File: src/design/dhcp_reply_option_parser_unit_defines.svh
// ----------------------------------------------------------------------------
// DHCP reply option parser - assertion macros
// Concurrent check wrappers, compiled out when SYNTH is defined.
// ----------------------------------------------------------------------------
`ifndef DHCP_REPLY_OPTION_PARSER_UNIT_DEFINES_SVH
`define DHCP_REPLY_OPTION_PARSER_UNIT_DEFINES_SVH

`ifndef SYNTH

// same-cycle implication
`define DRP_ASSERT_NOW(label, clk, rstn, ante, cons, msg) \
    label: assert property (@(posedge clk) disable iff (!rstn) (ante) |-> (cons)) \
        else $error(msg);

// next-cycle implication
`define DRP_ASSERT_NEXT(label, clk, rstn, ante, cons, msg) \
    label: assert property (@(posedge clk) disable iff (!rstn) (ante) |=> (cons)) \
        else $error(msg);

`else

`define DRP_ASSERT_NOW(label, clk, rstn, ante, cons, msg)
`define DRP_ASSERT_NEXT(label, clk, rstn, ante, cons, msg)

`endif

`endif

File: src/design/dhcprp_pkg.sv
// ----------------------------------------------------------------------------
// DHCP reply option parser - shared package
// Field ids, walk phases, reply kinds, protocol constants, capture control.
// ----------------------------------------------------------------------------
package dhcprp_pkg;

    localparam int NUM_FIELDS = 6;
    localparam int CAP_DEPTH  = 4;   // option value bytes taken per capture
    localparam int APB_ADDR_W = 3;

    localparam logic REG_XID_IDX = 1'b0;

    localparam int MIN_FRAME_LEN  = 70;
    localparam int XID_OFFSET     = 4;
    localparam int YIADDR_OFFSET  = 16;
    localparam int OPTIONS_OFFSET = 240;
    localparam int MSG_TYPE_SKIP  = 2;

    localparam logic [7:0] OPT_MASK       = 8'd1;
    localparam logic [7:0] OPT_ROUTER     = 8'd3;
    localparam logic [7:0] OPT_DNS        = 8'd6;
    localparam logic [7:0] OPT_LEASE      = 8'd51;
    localparam logic [7:0] OPT_MSG_TYPE   = 8'd53;
    localparam logic [7:0] OPT_SERVER     = 8'd54;
    localparam logic [7:0] SERVER_PORT_LO = 8'd67;
    localparam logic [7:0] OP_BOOTREPLY   = 8'd2;
    localparam logic [7:0] DHCPOFFER      = 8'h02;
    localparam logic [7:0] DHCPACK        = 8'h05;

    localparam logic [31:0] MS_PER_S = 32'd1000;

    typedef logic [NUM_FIELDS-1:0][31:0] field_set_t;

    typedef enum logic [2:0] {
        FLD_YIADDR = 3'd0,
        FLD_MASK   = 3'd1,
        FLD_ROUTER = 3'd2,
        FLD_DNS    = 3'd3,
        FLD_SERVER = 3'd4,
        FLD_LEASE  = 3'd5,
        FLD_NONE   = 3'd6
    } field_id_t;

    typedef enum logic [1:0] {
        PH_CODE = 2'd0,
        PH_LEN  = 2'd1,
        PH_SKIP = 2'd2
    } opt_phase_t;

    typedef enum logic [1:0] {
        KIND_NONE  = 2'd0,
        KIND_OFFER = 2'd1,
        KIND_ACK   = 2'd2
    } reply_kind_t;

    // per-word control from the walker to the capture unit
    typedef struct packed {
        logic      step;        // word lands inside the frame window
        logic      yi_shift;    // word is a yiaddr byte
        field_id_t open_field;  // capture opened by this length byte
        logic      finish;      // last word of the frame
        field_id_t tail_field;  // capture opened by a trailing option code
        logic      commit;      // valid offer: shadow -> committed
    } cap_ctrl_t;

    function automatic field_id_t field_for(input logic [7:0] code);
        field_id_t f;
        unique case (code)
            OPT_MASK:   f = FLD_MASK;
            OPT_ROUTER: f = FLD_ROUTER;
            OPT_DNS:    f = FLD_DNS;
            OPT_SERVER: f = FLD_SERVER;
            OPT_LEASE:  f = FLD_LEASE;
            default:    f = FLD_NONE;
        endcase
        return f;
    endfunction

endpackage

File: src/design/dhcprp_capture.sv
// ----------------------------------------------------------------------------
// DHCP reply option parser - capture unit
// Four-deep delay line of open captures, shadow and committed field banks.
// ----------------------------------------------------------------------------
module dhcprp_capture (
    input  logic                   aclk,
    input  logic                   aresetn,
    input  dhcprp_pkg::cap_ctrl_t  ctrl,
    input  logic [7:0]             data_byte,
    output dhcprp_pkg::field_set_t committed
);
    import dhcprp_pkg::*;

    // line_reg[i]: capture that completes after i+1 more bytes
    field_id_t  line_reg  [CAP_DEPTH];
    field_id_t  line_next [CAP_DEPTH];
    logic [31:0] recent_reg, recent_next;
    field_set_t shadow_reg, shadow_next;
    field_set_t committed_reg, committed_next;

    field_set_t  shadow_work;
    logic        lease_hit;
    logic [31:0] lease_raw;
    logic [31:0] cap_val;
    field_id_t   sel;

    always_comb begin
        recent_next    = recent_reg;
        line_next      = line_reg;
        shadow_work    = shadow_reg;
        committed_next = committed_reg;
        lease_hit      = 1'b0;
        lease_raw      = '0;
        cap_val        = '0;
        sel            = FLD_NONE;

        if (ctrl.step) begin
            recent_next = {recent_reg[23:0], data_byte};
            sel = line_reg[0];
            if (sel == FLD_LEASE) begin
                lease_hit = 1'b1;
                lease_raw = recent_next;
            end else if (sel != FLD_NONE) begin
                shadow_work[sel] = recent_next;
            end
            for (int i = 0; i < CAP_DEPTH - 1; i++) begin
                line_next[i] = line_reg[i+1];
            end
            line_next[CAP_DEPTH-1] = ctrl.open_field;
            if (ctrl.yi_shift) begin
                shadow_work[FLD_YIADDR] = {shadow_reg[FLD_YIADDR][23:0], data_byte};
            end
        end

        if (ctrl.finish) begin
            if (ctrl.tail_field != FLD_NONE) begin
                line_next[CAP_DEPTH-1] = ctrl.tail_field;
            end
            // missing bytes read as zero; older captures first
            for (int r = 0; r < CAP_DEPTH; r++) begin
                sel = line_next[r];
                if (r == CAP_DEPTH - 1) begin
                    cap_val = '0;
                end else begin
                    cap_val = recent_next << (8 * (r + 1));
                end
                if (sel == FLD_LEASE) begin
                    lease_hit = 1'b1;
                    lease_raw = cap_val;
                end else if (sel != FLD_NONE) begin
                    shadow_work[sel] = cap_val;
                end
            end
        end

        if (lease_hit) begin
            shadow_work[FLD_LEASE] = lease_raw * MS_PER_S;
        end

        if (ctrl.finish) begin
            if (ctrl.commit) begin
                committed_next = shadow_work;
            end
            shadow_next = committed_next;
            recent_next = '0;
            for (int i = 0; i < CAP_DEPTH; i++) begin
                line_next[i] = FLD_NONE;
            end
        end else begin
            shadow_next = shadow_work;
        end
    end

    always_ff @(posedge aclk) begin
        if (!aresetn) begin
            recent_reg    <= '0;
            shadow_reg    <= '0;
            committed_reg <= '0;
            for (int i = 0; i < CAP_DEPTH; i++) begin
                line_reg[i] <= FLD_NONE;
            end
        end else begin
            recent_reg    <= recent_next;
            shadow_reg    <= shadow_next;
            committed_reg <= committed_next;
            line_reg      <= line_next;
        end
    end

    assign committed = committed_reg;

endmodule

File: src/design/dhcp_reply_option_parser_unit.sv
// ----------------------------------------------------------------------------
// DHCP reply option parser - top level
// Byte-wide frame parser that reports DHCP offers and acks for this client.
// ----------------------------------------------------------------------------
// Usage:
//   s_ channel: one frame byte per word (s_rx_byte) with s_last_byte on the
//   final byte. m_ channel: one result word per frame, issued for the last
//   byte: reply kind plus the six held fields (offer address, mask, router,
//   DNS, server id, lease in ms).
//   APB: transaction id at byte address 0; pready is always high.
//   Throughput: one byte per clock unless a last byte waits on a pending
//   result. The input register feeds the parse/capture logic, which
//   updates state in that same cycle and, for a last byte, sets m_valid.
//   Stall: while a result waits on m_ready, non-last bytes of the next frame
//   keep flowing; a following last byte waits in the input register and
//   s_ready drops only then.
//   Reset: all held fields, the transaction id and frame state clear to zero;
//   no clearing pass, the block takes words right after reset.
// ----------------------------------------------------------------------------
`include "dhcp_reply_option_parser_unit_defines.svh"

module dhcp_reply_option_parser_unit #(
    parameter int PAYLOAD_OFFSET      = 42,
    parameter int SRC_PORT_LOW_OFFSET = 35,
    parameter int MAX_FRAME_BYTES     = 2048
) (
    input  logic                              aclk,
    input  logic                              aresetn,
    // config
    input  logic                              psel,
    input  logic                              penable,
    input  logic                              pwrite,
    input  logic [dhcprp_pkg::APB_ADDR_W-1:0] paddr,
    input  logic [31:0]                       pwdata,
    output logic [31:0]                       prdata,
    output logic                              pready,
    // frame bytes in
    input  logic                              s_valid,
    output logic                              s_ready,
    input  logic [7:0]                        s_rx_byte,
    input  logic                              s_last_byte,
    // results out
    output logic                              m_valid,
    input  logic                              m_ready,
    output logic [1:0]                        m_reply_kind,
    output logic [31:0]                       m_offered_ip,
    output logic [31:0]                       m_subnet_mask,
    output logic [31:0]                       m_gateway_ip,
    output logic [31:0]                       m_dns_ip,
    output logic [31:0]                       m_server_ip,
    output logic [31:0]                       m_lease_ms
);
    import dhcprp_pkg::*;

    // position counter saturates at MAX_FRAME_BYTES, so it must hold that value
    localparam int POS_W = $clog2(MAX_FRAME_BYTES + 1);

    localparam logic [POS_W-1:0] POS_MAX  = POS_W'(MAX_FRAME_BYTES);
    localparam logic [POS_W-1:0] POS_SRC  = POS_W'(SRC_PORT_LOW_OFFSET);
    localparam logic [POS_W-1:0] POS_OP   = POS_W'(PAYLOAD_OFFSET);
    localparam logic [POS_W-1:0] POS_XID0 = POS_W'(PAYLOAD_OFFSET + XID_OFFSET);
    localparam logic [POS_W-1:0] POS_XID3 = POS_W'(PAYLOAD_OFFSET + XID_OFFSET + 3);
    localparam logic [POS_W-1:0] POS_YI0  = POS_W'(PAYLOAD_OFFSET + YIADDR_OFFSET);
    localparam logic [POS_W-1:0] POS_YI3  = POS_W'(PAYLOAD_OFFSET + YIADDR_OFFSET + 3);
    localparam logic [POS_W-1:0] POS_WALK = POS_W'(PAYLOAD_OFFSET + OPTIONS_OFFSET);
    localparam logic [POS_W-1:0] POS_MSG  =
        POS_W'(PAYLOAD_OFFSET + OPTIONS_OFFSET + MSG_TYPE_SKIP);
    localparam logic [POS_W-1:0] POS_MIN  = POS_W'(MIN_FRAME_LEN);

    // header check bits
    localparam int CHK_PORT = 0;
    localparam int CHK_OP   = 1;
    localparam int CHK_XID  = 2;
    localparam int CHK_MSG  = 3;

    // ---------------- configuration ----------------
    logic [31:0] xid_reg;

    assign pready = 1'b1;
    assign prdata = (paddr[APB_ADDR_W-1] == REG_XID_IDX) ? xid_reg : '0;

    always_ff @(posedge aclk) begin
        if (!aresetn) begin
            xid_reg <= '0;
        end else if (psel && penable && pwrite && pready &&
                     (paddr[APB_ADDR_W-1] == REG_XID_IDX)) begin
            xid_reg <= pwdata;
        end
    end

    // ---------------- input register ----------------
    logic       in_valid_reg, in_valid_next;
    logic [7:0] in_byte_reg;
    logic       in_last_reg;
    logic       adv;   // input word moves into the parse stage this cycle

    // a last word needs the result register; other words always move on
    assign adv     = in_valid_reg && (!in_last_reg || !m_valid || m_ready);
    assign s_ready = !in_valid_reg || adv;

    always_comb begin
        if (s_valid && s_ready) begin
            in_valid_next = 1'b1;
        end else if (adv) begin
            in_valid_next = 1'b0;
        end else begin
            in_valid_next = in_valid_reg;
        end
    end

    always_ff @(posedge aclk) begin
        if (!aresetn) begin
            in_valid_reg <= 1'b0;
        end else begin
            in_valid_reg <= in_valid_next;
        end
    end

    always_ff @(posedge aclk) begin
        if (s_valid && s_ready) begin
            in_byte_reg <= s_rx_byte;
            in_last_reg <= s_last_byte;
        end
    end

    // ---------------- header checks and option walk ----------------
    logic [POS_W-1:0] pos_reg, pos_next;
    logic [3:0]       chk_reg, chk_next;
    logic [7:0]       msg_reg, msg_next;
    opt_phase_t       phase_reg, phase_next;
    logic [7:0]       cur_opt_reg, cur_opt_next;
    logic [7:0]       left_reg, left_next;

    logic        in_window;
    logic [1:0]  xid_k;
    logic [7:0]  xid_want;
    logic        reply_ok;
    cap_ctrl_t   cap_ctrl;
    reply_kind_t kind_reg, kind_next;
    logic        m_valid_reg, m_valid_next;

    assign in_window = (pos_reg < POS_MAX);
    assign xid_k     = 2'(pos_reg - POS_XID0);
    assign xid_want  = 8'(xid_reg >> {xid_k, 3'b000});

    always_comb begin
        pos_next     = pos_reg;
        chk_next     = chk_reg;
        msg_next     = msg_reg;
        phase_next   = phase_reg;
        cur_opt_next = cur_opt_reg;
        left_next    = left_reg;
        reply_ok     = 1'b0;
        kind_next    = kind_reg;

        cap_ctrl            = '0;
        cap_ctrl.open_field = FLD_NONE;
        cap_ctrl.tail_field = FLD_NONE;

        if (adv && in_window) begin
            cap_ctrl.step     = 1'b1;
            cap_ctrl.yi_shift = (pos_reg >= POS_YI0) && (pos_reg <= POS_YI3);
            pos_next          = pos_reg + 1'b1;

            if (pos_reg == POS_SRC && in_byte_reg == SERVER_PORT_LO) begin
                chk_next[CHK_PORT] = 1'b1;
            end
            if (pos_reg == POS_OP && in_byte_reg == OP_BOOTREPLY) begin
                chk_next[CHK_OP] = 1'b1;
            end
            // first xid byte arms the check, any later mismatch drops it
            if (pos_reg >= POS_XID0 && pos_reg <= POS_XID3) begin
                if (xid_k == 2'd0 && in_byte_reg == xid_want) begin
                    chk_next[CHK_XID] = 1'b1;
                end else if (in_byte_reg != xid_want) begin
                    chk_next[CHK_XID] = 1'b0;
                end
            end
            if (pos_reg == POS_WALK && in_byte_reg == OPT_MSG_TYPE) begin
                chk_next[CHK_MSG] = 1'b1;
            end
            if (pos_reg == POS_MSG) begin
                msg_next = in_byte_reg;
            end

            // options walk as code/length pairs, pad and end included
            if (pos_reg >= POS_WALK) begin
                unique case (phase_reg)
                    PH_CODE: begin
                        cur_opt_next = in_byte_reg;
                        phase_next   = PH_LEN;
                    end
                    PH_LEN: begin
                        left_next           = in_byte_reg;
                        cap_ctrl.open_field = field_for(cur_opt_reg);
                        phase_next = (in_byte_reg != 8'd0) ? PH_SKIP : PH_CODE;
                    end
                    PH_SKIP: begin
                        left_next = left_reg - 1'b1;
                        if (left_reg == 8'd1) begin
                            phase_next = PH_CODE;
                        end
                    end
                    default: begin
                        phase_next = PH_CODE;
                    end
                endcase
            end
        end

        if (adv && in_last_reg) begin
            cap_ctrl.finish = 1'b1;
            // a code as the final byte: length zero, value zero
            if (pos_next > POS_WALK && phase_next == PH_LEN) begin
                cap_ctrl.tail_field = field_for(cur_opt_next);
            end
            reply_ok = (pos_next >= POS_MIN) && (chk_next == 4'hF);
            if (reply_ok && msg_next == DHCPOFFER) begin
                cap_ctrl.commit = 1'b1;
                kind_next       = KIND_OFFER;
            end else if (reply_ok && msg_next == DHCPACK) begin
                kind_next = KIND_ACK;
            end else begin
                kind_next = KIND_NONE;
            end
            // clear frame state for the next frame
            pos_next     = '0;
            chk_next     = '0;
            msg_next     = '0;
            phase_next   = PH_CODE;
            cur_opt_next = '0;
            left_next    = '0;
        end
    end

    always_ff @(posedge aclk) begin
        if (!aresetn) begin
            pos_reg     <= '0;
            chk_reg     <= '0;
            msg_reg     <= '0;
            phase_reg   <= PH_CODE;
            cur_opt_reg <= '0;
            left_reg    <= '0;
        end else begin
            pos_reg     <= pos_next;
            chk_reg     <= chk_next;
            msg_reg     <= msg_next;
            phase_reg   <= phase_next;
            cur_opt_reg <= cur_opt_next;
            left_reg    <= left_next;
        end
    end

    // ---------------- captures and held fields ----------------
    field_set_t committed;

    dhcprp_capture u_capture (
        .aclk      (aclk),
        .aresetn   (aresetn),
        .ctrl      (cap_ctrl),
        .data_byte (in_byte_reg),
        .committed (committed)
    );

    // ---------------- result register ----------------
    // held fields only change on a last word, which waits for a free slot,
    // so they are read straight from the committed bank
    always_comb begin
        if (adv && in_last_reg) begin
            m_valid_next = 1'b1;
        end else if (m_ready) begin
            m_valid_next = 1'b0;
        end else begin
            m_valid_next = m_valid_reg;
        end
    end

    always_ff @(posedge aclk) begin
        if (!aresetn) begin
            m_valid_reg <= 1'b0;
            kind_reg    <= KIND_NONE;
        end else begin
            m_valid_reg <= m_valid_next;
            kind_reg    <= kind_next;
        end
    end

    assign m_valid       = m_valid_reg;
    assign m_reply_kind  = kind_reg;
    assign m_offered_ip  = committed[FLD_YIADDR];
    assign m_subnet_mask = committed[FLD_MASK];
    assign m_gateway_ip  = committed[FLD_ROUTER];
    assign m_dns_ip      = committed[FLD_DNS];
    assign m_server_ip   = committed[FLD_SERVER];
    assign m_lease_ms    = committed[FLD_LEASE];

    // ---------------- checks ----------------
    `DRP_ASSERT_NEXT(a_held_stable, aclk, aresetn, !(adv && in_last_reg), $stable(m_offered_ip) && $stable(m_lease_ms) && $stable(m_server_ip), "held fields changed without a frame end")
    `DRP_ASSERT_NEXT(a_frame_restart, aclk, aresetn, adv && in_last_reg, pos_reg == '0 && phase_reg == PH_CODE && chk_reg == '0, "frame state not cleared after last word")
    `DRP_ASSERT_NOW(a_result_source, aclk, aresetn, $rose(m_valid_reg), $past(adv && in_last_reg), "result raised without a last word")
    `DRP_ASSERT_NOW(a_no_overrun, aclk, aresetn, m_valid_reg && !m_ready && in_valid_reg && in_last_reg, !s_ready, "last word accepted over a pending result")

endmodule
File: config.mk
export PLATFORM = sky130hd
export DESIGN_NAME = dhcp_reply_option_parser_unit
export DESIGN_NICKNAME = d
export VERILOG_FILES = /design/src/design/dhcprp_pkg.sv /design/src/design/dhcprp_capture.sv /design/src/design/dhcp_reply_option_parser_unit.sv
export VERILOG_INCLUDE_DIRS = /design/src /design/src/design
export SDC_FILE = /design/constraint.sdc
export NUM_CORES = 2
export LEC_CHECK = 0
export ABC_AREA = 1
export BUFFER_PORTS_ARGS = -buffer_cell sky130_fd_sc_hd__clkbuf_2
export CORE_UTILIZATION = 50
export DETAILED_ROUTE_END_ITERATION = 10
export PLACE_DENSITY_LB_ADDON = 0.05
export REMOVE_ABC_BUFFERS = 1
export SLEW_MARGIN = 40
export SYNTH_ARGS = -nofsm -noshare
export SYNTH_HDL_FRONTEND = slang
export SYNTH_SLANG_ARGS = --single-unit
File: constraint.sdc
create_clock -name aclk -period 13.5 [get_ports aclk]
set_input_delay 2.7 -clock aclk [delete_from_list [all_inputs] [get_ports aclk]]
set_output_delay 2.7 -clock aclk [all_outputs]
set_load 0.03 [all_outputs]
==> implementation parameters <==
Parameter                              Value

Worst hold path
  Worst hold path startpoint    chk_reg[1]
  Worst min path class    reg -> reg

Setup path
  Type of the worst setup path    in -> reg
  Library cell appearing most often on the critical path    sky130_fd_sc_hd__nand2_1
  Critical path origin    m_ready
  Top cell family by delay on the critical path    compound AO/OA/AOI/OAI gates
  Startpoint of the lowest-slack register-to-register path    in_last_reg
  CP max FO    47
  Kind of start point of the critical path    input pin
  Required time of the critical path    14.00 ns
  CP max stage cell    sky130_fd_sc_hd__inv_2
  Type of destination of the critical path    register
  Critical path buffers and inverters    8
  Crit path DAT    11.86 ns
  Delay of the slowest cell on the worst path    0.72 ns

Clock tree
  Root Driver    sky130_fd_sc_hd__clkbuf_16
  Clock buffers created by TritonCTS    55
  CTS tree    built
  # H-tree levels    2
  Clock transition time at the flip-flop clock pins of the worst setup and hold paths    0.06 ns
  Hold Buf Count CTS    0
  CTS max path bufs    3
  Post-CTS Setup Bufs    0
  Post-cts sizing count    0
  Clock net sink count    507
  Clock Latency Late Sink    0.63 ns

Timing
  Worst Max-Slew Pin Slew    0.872 ns
  Clock period minus final worst setup slack    11.36 ns
  Setup Total Neg Slack    0 ns
  Worst setup skew after layout    0.0277 ns
  Max Clock Freq    0.0880 GHz
  Total of endpoints with negative setup slack in the final report    0
  Slew Viols, Final    0
  Final critical-path setup slack    2.14 ns
  Hold Vio Cnt, Final    0
  Setup repair after global routing missed its margin    false
  Slew headroom    0.412
  Final worst path period share    0.842

Cells and area
  Area Overhead vs Synth    13.5%
  Leading cell types in the layout, fill and taps excluded    sky130_fd_sc_hd__nand2_1, sky130_fd_sc_hd__dfxtp_1, sky130_fd_sc_hd__nor2_1
  Filler cell count    5405
  Net count, final    4149
  Fraction of final layout cells with drive strength greater than 1    0.138
  Antenna Cells    0
  Most common library cell in the layout ignoring fill and taps    sky130_fd_sc_hd__nand2_1

Floorplanning
  Floorplan die area    57100 um2
  Floorplan die height    239 um
  Top-Level Pins    280
  Die Width    239 um
  Initial cell density of the core    0.508
  Core Region    55300 um2
  # rows    86

Global routing
  Total grt overflow    0
  First-pass GRT wire length    143 mm
  Vias in the first global route    24500
  Antenna violations before repair    0
  All-Layer GR Usage    0.322
  Largest net degree at the start of global routing    83

Synthesis
  Post-synthesis sequential area ratio    0.365
  Synthesis warning total    0
  FF+latch count, synth    507
  Most used flip-flop cell after synthesis    sky130_fd_sc_hd__dfxtp_1
  Cell type contributing the most total cell area after synthesis    sky130_fd_sc_hd__dfxtp_1
  Share of Yosys cell area claimed by the top area cell type    0.355
  Post-synthesis async set-or-reset flop share    0
  Area of the mapped netlist    28100 um2
  Number of distinct library cells after synthesis    67
  Number of enable-type register cells in the synthesized netlist    9
  Leading post-synthesis cells by cell area    sky130_fd_sc_hd__dfxtp_1, sky130_fd_sc_hd__nand2_1, sky130_fd_sc_hd__fa_1, sky130_fd_sc_hd__nor2_1, sky130_fd_sc_hd__inv_1
  Post-Syn Area per Cell    7.40 um2
  Cells after synthesis    3794

Run
  Count of maximum capacitance violations    0

Place
  IO Port Bufs    276
  HPWL after DPL    61.3 mm
  Worst setup slack after placement    1.50 ns
  Final estimated routing congestion in global placement    0.891

Routing
  Detailed-route wire length per cell    19.8 um
  Total Wirelength    93.8 mm
  Initial DRC Count    2475
  DR vias/cell    5.68
  Pre-antenna DRT Iters    6
  Count of nets left with antenna violations after detail routing    0
  Detailed-route DRC error count    0
  Total via count after detailed routing    26900

Pwr
  Power per cell area    104 nW/um2
  Leakage power    14.4 nW
  Worst supply voltage drop on vdd    101 uV

Status
  Outcome    complete, no violations
## metrics by stage
step	hold slack, ns	total power, mW	instances	util	cell area [um2]
after global placement	0.436	1.79	4631	0.541	29900
after floorplan	0.424	1.69	3542	-	27000
after global routing	0.490	3.40	4731	0.577	31900
final	0.461	3.30	4731	0.577	31900
after detailed placement	0.443	1.79	4631	0.543	30000
after CTS	0.456	3.32	4731	0.577	31900
## synth_stat cells, types with 14 or more instances
cell type                  instances
sky130_fd_sc_hd__inv_1           453
sky130_fd_sc_hd__ha_1             67
sky130_fd_sc_hd__dfxtp_1         498
sky130_fd_sc_hd__inv_2            28
sky130_fd_sc_hd__o21ai_1          70
sky130_fd_sc_hd__mux2i_1          35
sky130_fd_sc_hd__xnor2_1          14
sky130_fd_sc_hd__fa_1             91
sky130_fd_sc_hd__xor2_1           30
sky130_fd_sc_hd__o22ai_1         163
sky130_fd_sc_hd__a22oi_1          68
sky130_fd_sc_hd__a21oi_1         333
sky130_fd_sc_hd__o21ai_0         279
sky130_fd_sc_hd__nand4_1          15
sky130_fd_sc_hd__o211ai_1         45
sky130_fd_sc_hd__nand3_1          81
sky130_fd_sc_hd__nor3_1           29
sky130_fd_sc_hd__o32ai_1          16
sky130_fd_sc_hd__o21bai_1         18
sky130_fd_sc_hd__buf_2            34
sky130_fd_sc_hd__nand2_1         531
sky130_fd_sc_hd__nor2_1          477
sky130_fd_sc_hd__buf_1            14
sky130_fd_sc_hd__a32oi_1          47
sky130_fd_sc_hd__clkbuf_1        195
## worst min-delay path: stages (launching register included)
cell and delay (ns):
sky130_fd_sc_hd__dfxtp_1 0.31, sky130_fd_sc_hd__a31oi_1 0.05, sky130_fd_sc_hd__nor2_1 0.07
## path summary, 6_finish.rpt
path	slack (ns)	depth (start not counted)	endpoint
setup / recovery	2.14	42	u_capture.committed[188]
hold / removal	0.46	2	chk_reg[1]
setup reg to reg	3.88	40	u_capture.committed[188]
hold reg to reg	0.46	2	chk_reg[1]
## final cells by class
class | count | area (um2) | share of cell area
repair buffers | 341 | 1890 | 0.0593
inverters | 492 | 1860 | 0.0583
flip-flops and latches | 507 | 10200 | 0.321
multi-input cells | 2543 | 15100 | 0.474
clock inverters | 17 | 165 | 0.00518
clock buffers | 83 | 1670 | 0.0525
well taps | 748 | 936 | 0.0293
## power breakdown
| part | leakage, nW | switching, mW | total, mW | internal [mW] |
|---|---|---|---|---|
| registers | 4.11 | 0.00929 | 1.52 | 1.52 |
| clock network | 0.910 | 0.647 | 1.54 | 0.892 |
| logic | 9.39 | 0.184 | 0.239 | 0.0557 |
| total | 14.4 | 0.840 | 3.30 | 2.46 |
## cell families (layout without fill, tap and decap cells)
| kind of cell | count (synthesis) | count (layout) | synth area share |
|---|---|---|---|
| mux | 35 | 35 | 0.0125 |
| flops | 507 | 507 | 0.365 |
| fa+ha+maj | 158 | 158 | 0.0947 |
| other cells | 1 | 1 | 0.000134 |
| simple gates | 1184 | 1184 | 0.173 |
| compound gates | 1121 | 1121 | 0.238 |
| xor+xnor | 44 | 44 | 0.0137 |
| buf+inv | 744 | 933 | 0.103 |
## metal layers
metal	vias up	GRT usage	wire, um
li1	13000	-	-
met1	12600	0.448	41500
met2	1138	0.509	42100
met3	188	0.0413	7020
met4	0	0.117	3270
met5	-	0	0
Note: power is estimated with default switching activity, not from simulation.
